<file path="config.mk">
export PLATFORM = sky130hd
export DESIGN_NAME = circle_point_generator_top
export DESIGN_NICKNAME = d
export VERILOG_FILES = /design/src/sv/cpg_pkg.sv /design/src/sv/cpg_front.sv /design/src/sv/cpg_queue.sv /design/src/sv/cpg_back.sv /design/src/sv/circle_point_generator_top.sv
export SDC_FILE = /design/constraint.sdc
export NUM_CORES = 1
export LEC_CHECK = 0
export ABC_AREA = 1
export BUFFER_PORTS_ARGS = -buffer_cell sky130_fd_sc_hd__clkbuf_2
export CAP_MARGIN = 20
export CORE_AREA = 2 2 234 167
export DETAILED_ROUTE_END_ITERATION = 16
export DIE_AREA = 0 0 236 169
export PLACE_DENSITY_LB_ADDON = 0.15
export SYNTH_ARGS = -nofsm -noshare
export SYNTH_HDL_FRONTEND = slang
export SYNTH_HIERARCHICAL = 1
export SYNTH_SLANG_ARGS = --single-unit
</file>
<file path="constraint.sdc">
create_clock -name clk -period 3.7 [get_ports clk]
set_clock_uncertainty 0.15 [all_clocks]
set_input_delay 0.37 -clock clk [delete_from_list [all_inputs] [get_ports clk]]
set_output_delay 0.37 -clock clk [all_outputs]
set_load 0.02 [all_outputs]
</file>
<file path="src/sv/cpg_pkg.sv">
// Shared constants and types of the circle point generator.
package cpg_pkg;

	localparam int COORD_BITS_DEF = 10;
	localparam int QUEUE_DEPTH    = 2;

	typedef enum logic {
		CMD_START = 1'b0,
		CMD_STEP  = 1'b1
	} cmd_t;

	// Order of the eight symmetric points of one step.
	typedef enum logic [2:0] {
		PT_XP_YP = 3'd0,  // (cx+x, cy+y)
		PT_XP_YM = 3'd1,  // (cx+x, cy-y)
		PT_YP_XP = 3'd2,  // (cx+y, cy+x)
		PT_YP_XM = 3'd3,  // (cx+y, cy-x)
		PT_YM_XP = 3'd4,  // (cx-y, cy+x)
		PT_YM_XM = 3'd5,  // (cx-y, cy-x)
		PT_XM_YP = 3'd6,  // (cx-x, cy+y)
		PT_XM_YM = 3'd7   // (cx-x, cy-y)
	} pt_t;

	typedef struct packed {
		logic full;
		logic valid;
	} q_status_t;

endpackage

</file>
<file path="src/sv/cpg_front.sv">
// Front end: takes commands, runs the Bresenham recurrence, queues one record per step.
module cpg_front #(
	parameter int COORD_BITS = cpg_pkg::COORD_BITS_DEF,
	parameter int REC_W      = 4 * COORD_BITS + 5
) (
	input  logic                  clk,
	input  logic                  arst_n,
	input  logic                  cmd_valid,
	output logic                  cmd_stall,
	input  logic                  command,
	input  logic [COORD_BITS-1:0] center_x,
	input  logic [COORD_BITS-1:0] center_y,
	input  logic [COORD_BITS-1:0] radius,
	input  cpg_pkg::q_status_t    q_status,
	output logic                  push,
	output logic [REC_W-1:0]      push_rec
);
	import cpg_pkg::*;

	localparam int PW = COORD_BITS + 2;  // x, y
	localparam int DW = COORD_BITS + 4;  // decision value

	logic                  active_q;
	logic signed [PW-1:0]  cur_x_q, cur_y_q;
	logic signed [DW-1:0]  dec_q;
	logic [COORD_BITS-1:0] cx_q, cy_q;

	logic                  accept;
	logic signed [PW-1:0]  x_nxt, y_nxt;
	logic signed [DW-1:0]  dec_nxt, x_ext, y_ext;
	logic                  done;

	assign cmd_stall = q_status.full;
	assign accept    = cmd_valid && !cmd_stall;
	assign push      = accept && (cmd_t'(command) == CMD_STEP) && active_q;

	assign x_ext = DW'(cur_x_q);
	assign y_ext = DW'(cur_y_q);

	always_comb begin
		x_nxt = cur_x_q + PW'(1);
		if (dec_q < 0) begin
			dec_nxt = dec_q + (x_ext <<< 2) + DW'(6);
			y_nxt   = cur_y_q;
		end else begin
			dec_nxt = dec_q + ((x_ext - y_ext) <<< 2) + DW'(10);
			y_nxt   = cur_y_q - PW'(1);
		end
		done = x_nxt > y_nxt;
	end

	assign push_rec = {cx_q, cy_q, cur_x_q, cur_y_q, done};

	always_ff @(posedge clk or negedge arst_n) begin
		if (!arst_n) begin
			active_q <= 1'b0;
			cur_x_q  <= '0;
			cur_y_q  <= '0;
			dec_q    <= '0;
			cx_q     <= '0;
			cy_q     <= '0;
		end else if (accept) begin
			if (cmd_t'(command) == CMD_START) begin
				active_q <= 1'b1;
				cx_q     <= center_x;
				cy_q     <= center_y;
				cur_x_q  <= '0;
				cur_y_q  <= PW'(radius);
				dec_q    <= DW'(3) - (DW'(radius) <<< 1);
			end else if (active_q) begin
				cur_x_q  <= x_nxt;
				cur_y_q  <= y_nxt;
				dec_q    <= dec_nxt;
				active_q <= !done;
			end
		end
	end

endmodule

</file>
<file path="src/sv/cpg_queue.sv">
// Small register queue of step records between front and back end.
module cpg_queue #(
	parameter int WIDTH = 45,
	parameter int DEPTH = cpg_pkg::QUEUE_DEPTH
) (
	input  logic               clk,
	input  logic               arst_n,
	input  logic               push,
	input  logic [WIDTH-1:0]   push_data,
	input  logic               pop,
	output logic [WIDTH-1:0]   pop_data,
	output cpg_pkg::q_status_t status
);
	import cpg_pkg::*;

	localparam int AW = (DEPTH > 1) ? $clog2(DEPTH) : 1;

	logic [WIDTH-1:0]  mem_q [DEPTH];
	logic [AW-1:0]     wr_q, rd_q;
	logic [AW:0]       cnt_q;
	logic              do_push, do_pop;

	assign status.full  = (cnt_q == (AW+1)'(DEPTH));
	assign status.valid = (cnt_q != '0);
	assign do_push      = push && !status.full;
	assign do_pop       = pop && status.valid;
	assign pop_data     = mem_q[rd_q];

	always_ff @(posedge clk) begin
		if (do_push) begin
			mem_q[wr_q] <= push_data;
		end
	end

	always_ff @(posedge clk or negedge arst_n) begin
		if (!arst_n) begin
			wr_q  <= '0;
			rd_q  <= '0;
			cnt_q <= '0;
		end else begin
			if (do_push) begin
				wr_q <= (wr_q == AW'(DEPTH - 1)) ? '0 : wr_q + AW'(1);
			end
			if (do_pop) begin
				rd_q <= (rd_q == AW'(DEPTH - 1)) ? '0 : rd_q + AW'(1);
			end
			cnt_q <= cnt_q + (AW+1)'(do_push) - (AW+1)'(do_pop);
		end
	end

endmodule

</file>
<file path="src/sv/cpg_back.sv">
// Back end: expands one step record into eight points through an output register.
module cpg_back #(
	parameter int COORD_BITS = cpg_pkg::COORD_BITS_DEF,
	parameter int REC_W      = 4 * COORD_BITS + 5
) (
	input  logic                         clk,
	input  logic                         arst_n,
	input  cpg_pkg::q_status_t           q_status,
	input  logic [REC_W-1:0]             pop_rec,
	output logic                         pop,
	output logic                         pix_valid,
	input  logic                         pix_stall,
	output logic signed [COORD_BITS+1:0] pixel_x,
	output logic signed [COORD_BITS+1:0] pixel_y,
	output logic                         last_of_step,
	output logic                         last_of_circle
);
	import cpg_pkg::*;

	localparam int PW = COORD_BITS + 2;

	logic [REC_W-1:0]     rec_q;
	logic                 have_q;
	pt_t                  idx_q;
	logic                 valid_q;
	logic signed [PW-1:0] px_q, py_q;
	logic                 lstep_q, lcirc_q;

	logic signed [PW-1:0] cx, cy, x, y, px, py;
	logic                 done, out_ok, emit, final_pt;

	assign cx   = PW'(rec_q[REC_W-1 -: COORD_BITS]);
	assign cy   = PW'(rec_q[REC_W-COORD_BITS-1 -: COORD_BITS]);
	assign x    = rec_q[2*PW:PW+1];
	assign y    = rec_q[PW:1];
	assign done = rec_q[0];

	assign out_ok   = !valid_q || !pix_stall;
	assign emit     = have_q && out_ok;
	assign final_pt = (idx_q == PT_XM_YM);
	assign pop      = q_status.valid && (!have_q || (emit && final_pt));

	always_comb begin
		unique case (idx_q)
			PT_XP_YP: begin px = cx + x; py = cy + y; end
			PT_XP_YM: begin px = cx + x; py = cy - y; end
			PT_YP_XP: begin px = cx + y; py = cy + x; end
			PT_YP_XM: begin px = cx + y; py = cy - x; end
			PT_YM_XP: begin px = cx - y; py = cy + x; end
			PT_YM_XM: begin px = cx - y; py = cy - x; end
			PT_XM_YP: begin px = cx - x; py = cy + y; end
			PT_XM_YM: begin px = cx - x; py = cy - y; end
			default:  begin px = cx;     py = cy;     end
		endcase
	end

	always_ff @(posedge clk) begin
		if (pop) begin
			rec_q <= pop_rec;
		end
		if (emit) begin
			px_q    <= px;
			py_q    <= py;
			lstep_q <= final_pt;
			lcirc_q <= final_pt && done;
		end
	end

	always_ff @(posedge clk or negedge arst_n) begin
		if (!arst_n) begin
			have_q  <= 1'b0;
			idx_q   <= PT_XP_YP;
			valid_q <= 1'b0;
		end else begin
			if (emit) begin
				valid_q <= 1'b1;
				idx_q   <= pt_t'(idx_q + 3'd1);
				if (final_pt) begin
					have_q <= 1'b0;
				end
			end else if (out_ok) begin
				valid_q <= 1'b0;
			end
			// a new record wins over the end of the previous one
			if (pop) begin
				have_q <= 1'b1;
				idx_q  <= PT_XP_YP;
			end
		end
	end

	assign pix_valid      = valid_q;
	assign pixel_x        = px_q;
	assign pixel_y        = py_q;
	assign last_of_step   = lstep_q;
	assign last_of_circle = lcirc_q;

endmodule

</file>
<file path="src/sv/circle_point_generator_top.sv">
// Top level of the Bresenham circle point generator.
//
//   channel  direction  handshake             payload
//   cmd      in         cmd_valid/cmd_stall   command, center_x, center_y, radius
//   pix      out        pix_valid/pix_stall   pixel_x, pixel_y, last_of_step, last_of_circle
//
// A start item is absorbed by the front; a step item is taken and queued, and the
// back end then drives one point per cycle while pix_stall is low, eight per step.
// Sustained step rate is set by the single output port, which emits eight points per step.
// The two-entry step queue lets the front take items while points still drain.
// Reset clears the generator to idle; a stalled pix item holds until taken.
module circle_point_generator_top #(
	parameter int COORD_BITS = cpg_pkg::COORD_BITS_DEF
) (
	input  logic                         clk,
	input  logic                         arst_n,
	input  logic                         cmd_valid,
	output logic                         cmd_stall,
	input  logic                         command,
	input  logic [COORD_BITS-1:0]        center_x,
	input  logic [COORD_BITS-1:0]        center_y,
	input  logic [COORD_BITS-1:0]        radius,
	output logic                         pix_valid,
	input  logic                         pix_stall,
	output logic signed [COORD_BITS+1:0] pixel_x,
	output logic signed [COORD_BITS+1:0] pixel_y,
	output logic                         last_of_step,
	output logic                         last_of_circle
);
	import cpg_pkg::*;

	localparam int REC_W = 4 * COORD_BITS + 5;

	q_status_t        q_status;
	logic             push, pop;
	logic [REC_W-1:0] push_rec, pop_rec;

	cpg_front #(
		.COORD_BITS (COORD_BITS),
		.REC_W      (REC_W)
	) u_front (
		.clk       (clk),
		.arst_n    (arst_n),
		.cmd_valid (cmd_valid),
		.cmd_stall (cmd_stall),
		.command   (command),
		.center_x  (center_x),
		.center_y  (center_y),
		.radius    (radius),
		.q_status  (q_status),
		.push      (push),
		.push_rec  (push_rec)
	);

	cpg_queue #(
		.WIDTH (REC_W),
		.DEPTH (QUEUE_DEPTH)
	) u_queue (
		.clk       (clk),
		.arst_n    (arst_n),
		.push      (push),
		.push_data (push_rec),
		.pop       (pop),
		.pop_data  (pop_rec),
		.status    (q_status)
	);

	cpg_back #(
		.COORD_BITS (COORD_BITS),
		.REC_W      (REC_W)
	) u_back (
		.clk            (clk),
		.arst_n         (arst_n),
		.q_status       (q_status),
		.pop_rec        (pop_rec),
		.pop            (pop),
		.pix_valid      (pix_valid),
		.pix_stall      (pix_stall),
		.pixel_x        (pixel_x),
		.pixel_y        (pixel_y),
		.last_of_step   (last_of_step),
		.last_of_circle (last_of_circle)
	);

endmodule

</file>
==> run summary <==
Wire per inst = 16.8 µm
Required @ worst endpoint = 4.01 ns
Core Region = 37800 µm²
CTS sink cnt = 228
Final setup violation count = 0
HPWL Detailed = 25800 µm
Pin count of the biggest net entering global routing = 55
GR met1 Demand/Resource = 28.2%
Netlist area before placement = 13400 µm²
Clock Pin Slew Worst Setup and Hold Paths = 0.06 ns
Starting density of the core = 35.4%
Max Cap Viol = 0
Vias in the first global route = 9425
CTS tree = done
Min cycle time layout = 3.51 ns
Die Height = 169 µm
Count of buffers from port buffering = 62
Clk_lat worst skew = 0.55 ns
Yosys cell types = 54
Yosys warning count = 6
Chip width = 236 µm
Synth Register Bits = 228
Number of optimization iterations in the first detailed-route pass = 5
Slowest library cell on the worst path = sky130_fd_sc_hd__fa_2
First-pass GRT wire length = 54300 µm
Total number of H-tree levels = 1
Std-Cell Rows = 60
Share of the yosys chip area belonging to registers = 48.7%
Total GRT Usage = 17.5%
DRT Wirelength = 35100 µm
Total nets after synthesis = 1591
GR Overflow Total = 0
Run status = finished clean
R2R depth = 23
Routing usage on met3 = 2.28%
Post-Synthesis Mean Instance Area = 9.21 µm²
Finished Layout Cells = 2091
Number of nets still failing antenna checks after routing = 0
Area of placed instances = 14300 µm²
Power per standard cell area = 1020 nW/µm²
Crit path cell chain = inv_2 > ha_4 > inv_2 > fa_2 > nand3_2 > nand2_4 > a21oi_4 > o21ai_2 > nand2_1 > nand2_1 > a21oi_2 > xnor2_1 > ha_1 > ha_4 > inv_1 > o21bai_1 > a21oi_1 > nand3_2 > nand3_1 > nand3_1 > nand2_1 > nand2_1 > a21oi_1
Crit. Startpoint = u_front/cur_x_q[0]
Crit path capture = u_front/dec_q[13]
Number of pins exceeding their max-slew limit in the final report = 0
Biggest fanout along the worst timing path = 3
Endpoint type of the worst setup path = flip-flop
Number of antenna violations at the first check in global routing = 0
Worst hold-check path type = primary input to flip-flop
Top Usage Layer GRT = met1
Actual slew at the worst max-slew pin = 0.954 ns
Ranking of synthesized cells by area = sky130_fd_sc_hd__edfxtp_1 (36%), sky130_fd_sc_hd__dfrtp_1 (13%), sky130_fd_sc_hd__nand2_1 (11%)
EDFF count, synth = 161
Count of vias placed by the detailed router = 10100
Endpoint of the worst register-to-register path = u_front/dec_q[13]
Area Overhead vs Synth = 16.9%
Top-count cell post-synth = sky130_fd_sc_hd__nand2_1
Arrival time of the worst setup path = 3.82 ns
Inst Count DP = 2013
Maximum cell stage delay along the critical path = 0.40 ns
Share of the core filled with cells in the final layout = 41.4%
R2r setup slk = 0.19 ns
Critical Path Most Common Cell = sky130_fd_sc_hd__nand2_1
Number of hold-slack violations in the final timing report = 0
Antenna cells = 0
Startpoint types = flip-flop
Beginning of the worst register-to-register path = u_front/cur_x_q[0]
Area share of the largest cell type after synthesis = 36.2%
Biggest area consumer among synthesized cells = sky130_fd_sc_hd__edfxtp_1
Largest vdd supply drop = 0.000539 V
Final-stage net count = 1717
Post-synthesis instance total = 1451
F_max = 285 MHz
TritonCTS Buffers = 25
Overall Power = 15.9 mW
Global placement routability congestion = 0.882
Max Buffers Root-to-Sink = 3
Design Area, Final = 15600 µm²
Proportion of register bits with asynchronous set or reset after synthesis = 29.4%
Number of top-level design ports = 63
Root buffer cell = sky130_fd_sc_hd__clkbuf_16
Routed vias/inst = 4.83
Synth top cells by count = sky130_fd_sc_hd__nand2_1 (407), sky130_fd_sc_hd__inv_1 (164), sky130_fd_sc_hd__edfxtp_1 (161)
Static power due to leakage = 7.14 nW
Period utilisation layout = 94.9%
Worst min-delay path startpoint = radius[4]
Worst-case headroom to the max-slew limit = 36.3%
Critical path class = flip-flop to flip-flop
Post-route DRC = 0
GR met2 Demand/Resource = 25.0%
Layout cells sized above 1 = 14.5%
Full die area = 39900 µm²
First DRT Iteration DRCs = 935
Most frequently used flop master after synthesis = sky130_fd_sc_hd__edfxtp_1
Number of filler instances in the final layout = 3737
-- worst min path at each step --
stage                                       to  slack (ns)  depth (start not counted)
after floorplan                  u_back/have_q       -0.08                          0
after global placement    u_queue/mem_q[1][34]        0.29                          0
after detailed placement  u_queue/mem_q[1][34]        0.30                          0
after CTS                   u_front/cur_y_q[4]        0.02                          3
after global routing        u_front/cur_y_q[2]        0.06                          3
final                       u_front/cur_y_q[4]        0.03                          3
-- cells in the final DEF, fill, tap and decap left out, types with 15 or more instances in the layout --
cell,netlist,routed
sky130_fd_sc_hd__xor2_1,45,45
sky130_fd_sc_hd__clkbuf_2,0,61
sky130_fd_sc_hd__ha_1,100,97
sky130_fd_sc_hd__xnor2_1,17,17
sky130_fd_sc_hd__dlygate4sd3_1,0,24
sky130_fd_sc_hd__nand3_1,67,64
sky130_fd_sc_hd__a21oi_1,81,77
sky130_fd_sc_hd__o22ai_1,18,18
sky130_fd_sc_hd__nand2_1,407,404
sky130_fd_sc_hd__clkbuf_16,0,25
sky130_fd_sc_hd__mux2_2,20,20
sky130_fd_sc_hd__inv_2,11,15
sky130_fd_sc_hd__buf_4,7,40
sky130_fd_sc_hd__dfrtp_1,67,66
sky130_fd_sc_hd__o21ai_0,63,57
sky130_fd_sc_hd__inv_1,164,160
sky130_fd_sc_hd__nor2_1,99,96
sky130_fd_sc_hd__edfxtp_1,161,161
-- per-layer routing --
| metal | vias to the layer above | part of all wire (%) |
|---|---|---|
| li1 | 5127 | - |
| met3 | 29 | 5.5 |
| met2 | 260 | 40 |
| met1 | 4684 | 53 |
| met5 | - | 0 |
| met4 | 0 | 1.2 |
-- what timing repair did --
| action | 4_1_cts | 5_1_grt |
|---|---|---|
| hold buffers | 24 | 0 |
| setup buffers | 0 | 9 |
| setup endpoints to repair | 1 | 8 |
| cloned | 0 | 0 |
| pin swaps | 1 | 15 |
| endpoints found under the hold margin | 76 | 0 |
| gates resized for setup | 4 | 30 |
-- cells by family after synthesis --
group	after synthesis	share of synthesized area, %
xor+xnor	62	4.06
buf+inv	205	6.70
flops	228	48.7
simple gates	618	19.5
compound gates	213	9.22
fa+ha+maj	105	10.1
mux	20	1.69
-- worst max-delay path: cells and delay by family, from the launching register on --
kind | cells | cell delay, ns
compound gates | 6 | 0.76
xor+xnor | 1 | 0.09
fa+ha+maj | 4 | 1.11
buf+inv | 3 | 0.21
flops | 1 | 0.39
simple gates | 9 | 0.70
-- sequential cells by signal (all words and copies together) (netlist names), 2 cells and up --
signal / flops
u_back/idx_q: 3
u_back/pixel_x: 12
u_back/pixel_y: 12
u_back/rec_q: 45
u_front/cur_x_q: 12
u_front/cur_y_q: 12
u_front/cx_q: 10
u_front/cy_q: 10
u_front/dec_q: 13
u_queue/cnt_q: 2
u_queue/mem_q: 90
-- metrics by stage --
step	setup slack (ns)	setup TNS (ns)	hold WS [ns]
4_1_cts	0.0191	0	0.0228
3_5_place_dp	-0.0326	-0.0326	0.299
3_3_place_gp	0.0162	0	0.294
6_report	0.187	0	0.0326
2_1_floorplan	0.0622	0	-0.0756
5_1_grt	-0.0557	-0.0557	0.0562
-- where the power goes --
group	internal [mW]	switching, mW	total [mW]	leakage [nW]
Sequential	3.94	0.511	4.45	2.30
Clock	1.55	1.05	2.60	0.413
Combinational	3.22	5.59	8.81	4.43
Total	8.71	7.15	15.9	7.14
-- layout make-up --
| cell class | instances | area (µm²) | share of cell area (%) |
|---|---|---|---|
| Clock buffer | 30 | 654 | 4.19 |
| Sequential cell | 228 | 6510 | 41.7 |
| Timing Repair Buffer | 127 | 886 | 5.67 |
| Inverter | 177 | 669 | 4.29 |
| Multi-Input combinational cell | 1018 | 6070 | 38.9 |
| Clock inverter | 15 | 199 | 1.27 |
| Tap cell | 496 | 621 | 3.97 |
Power figures use the tool's default switching activity.
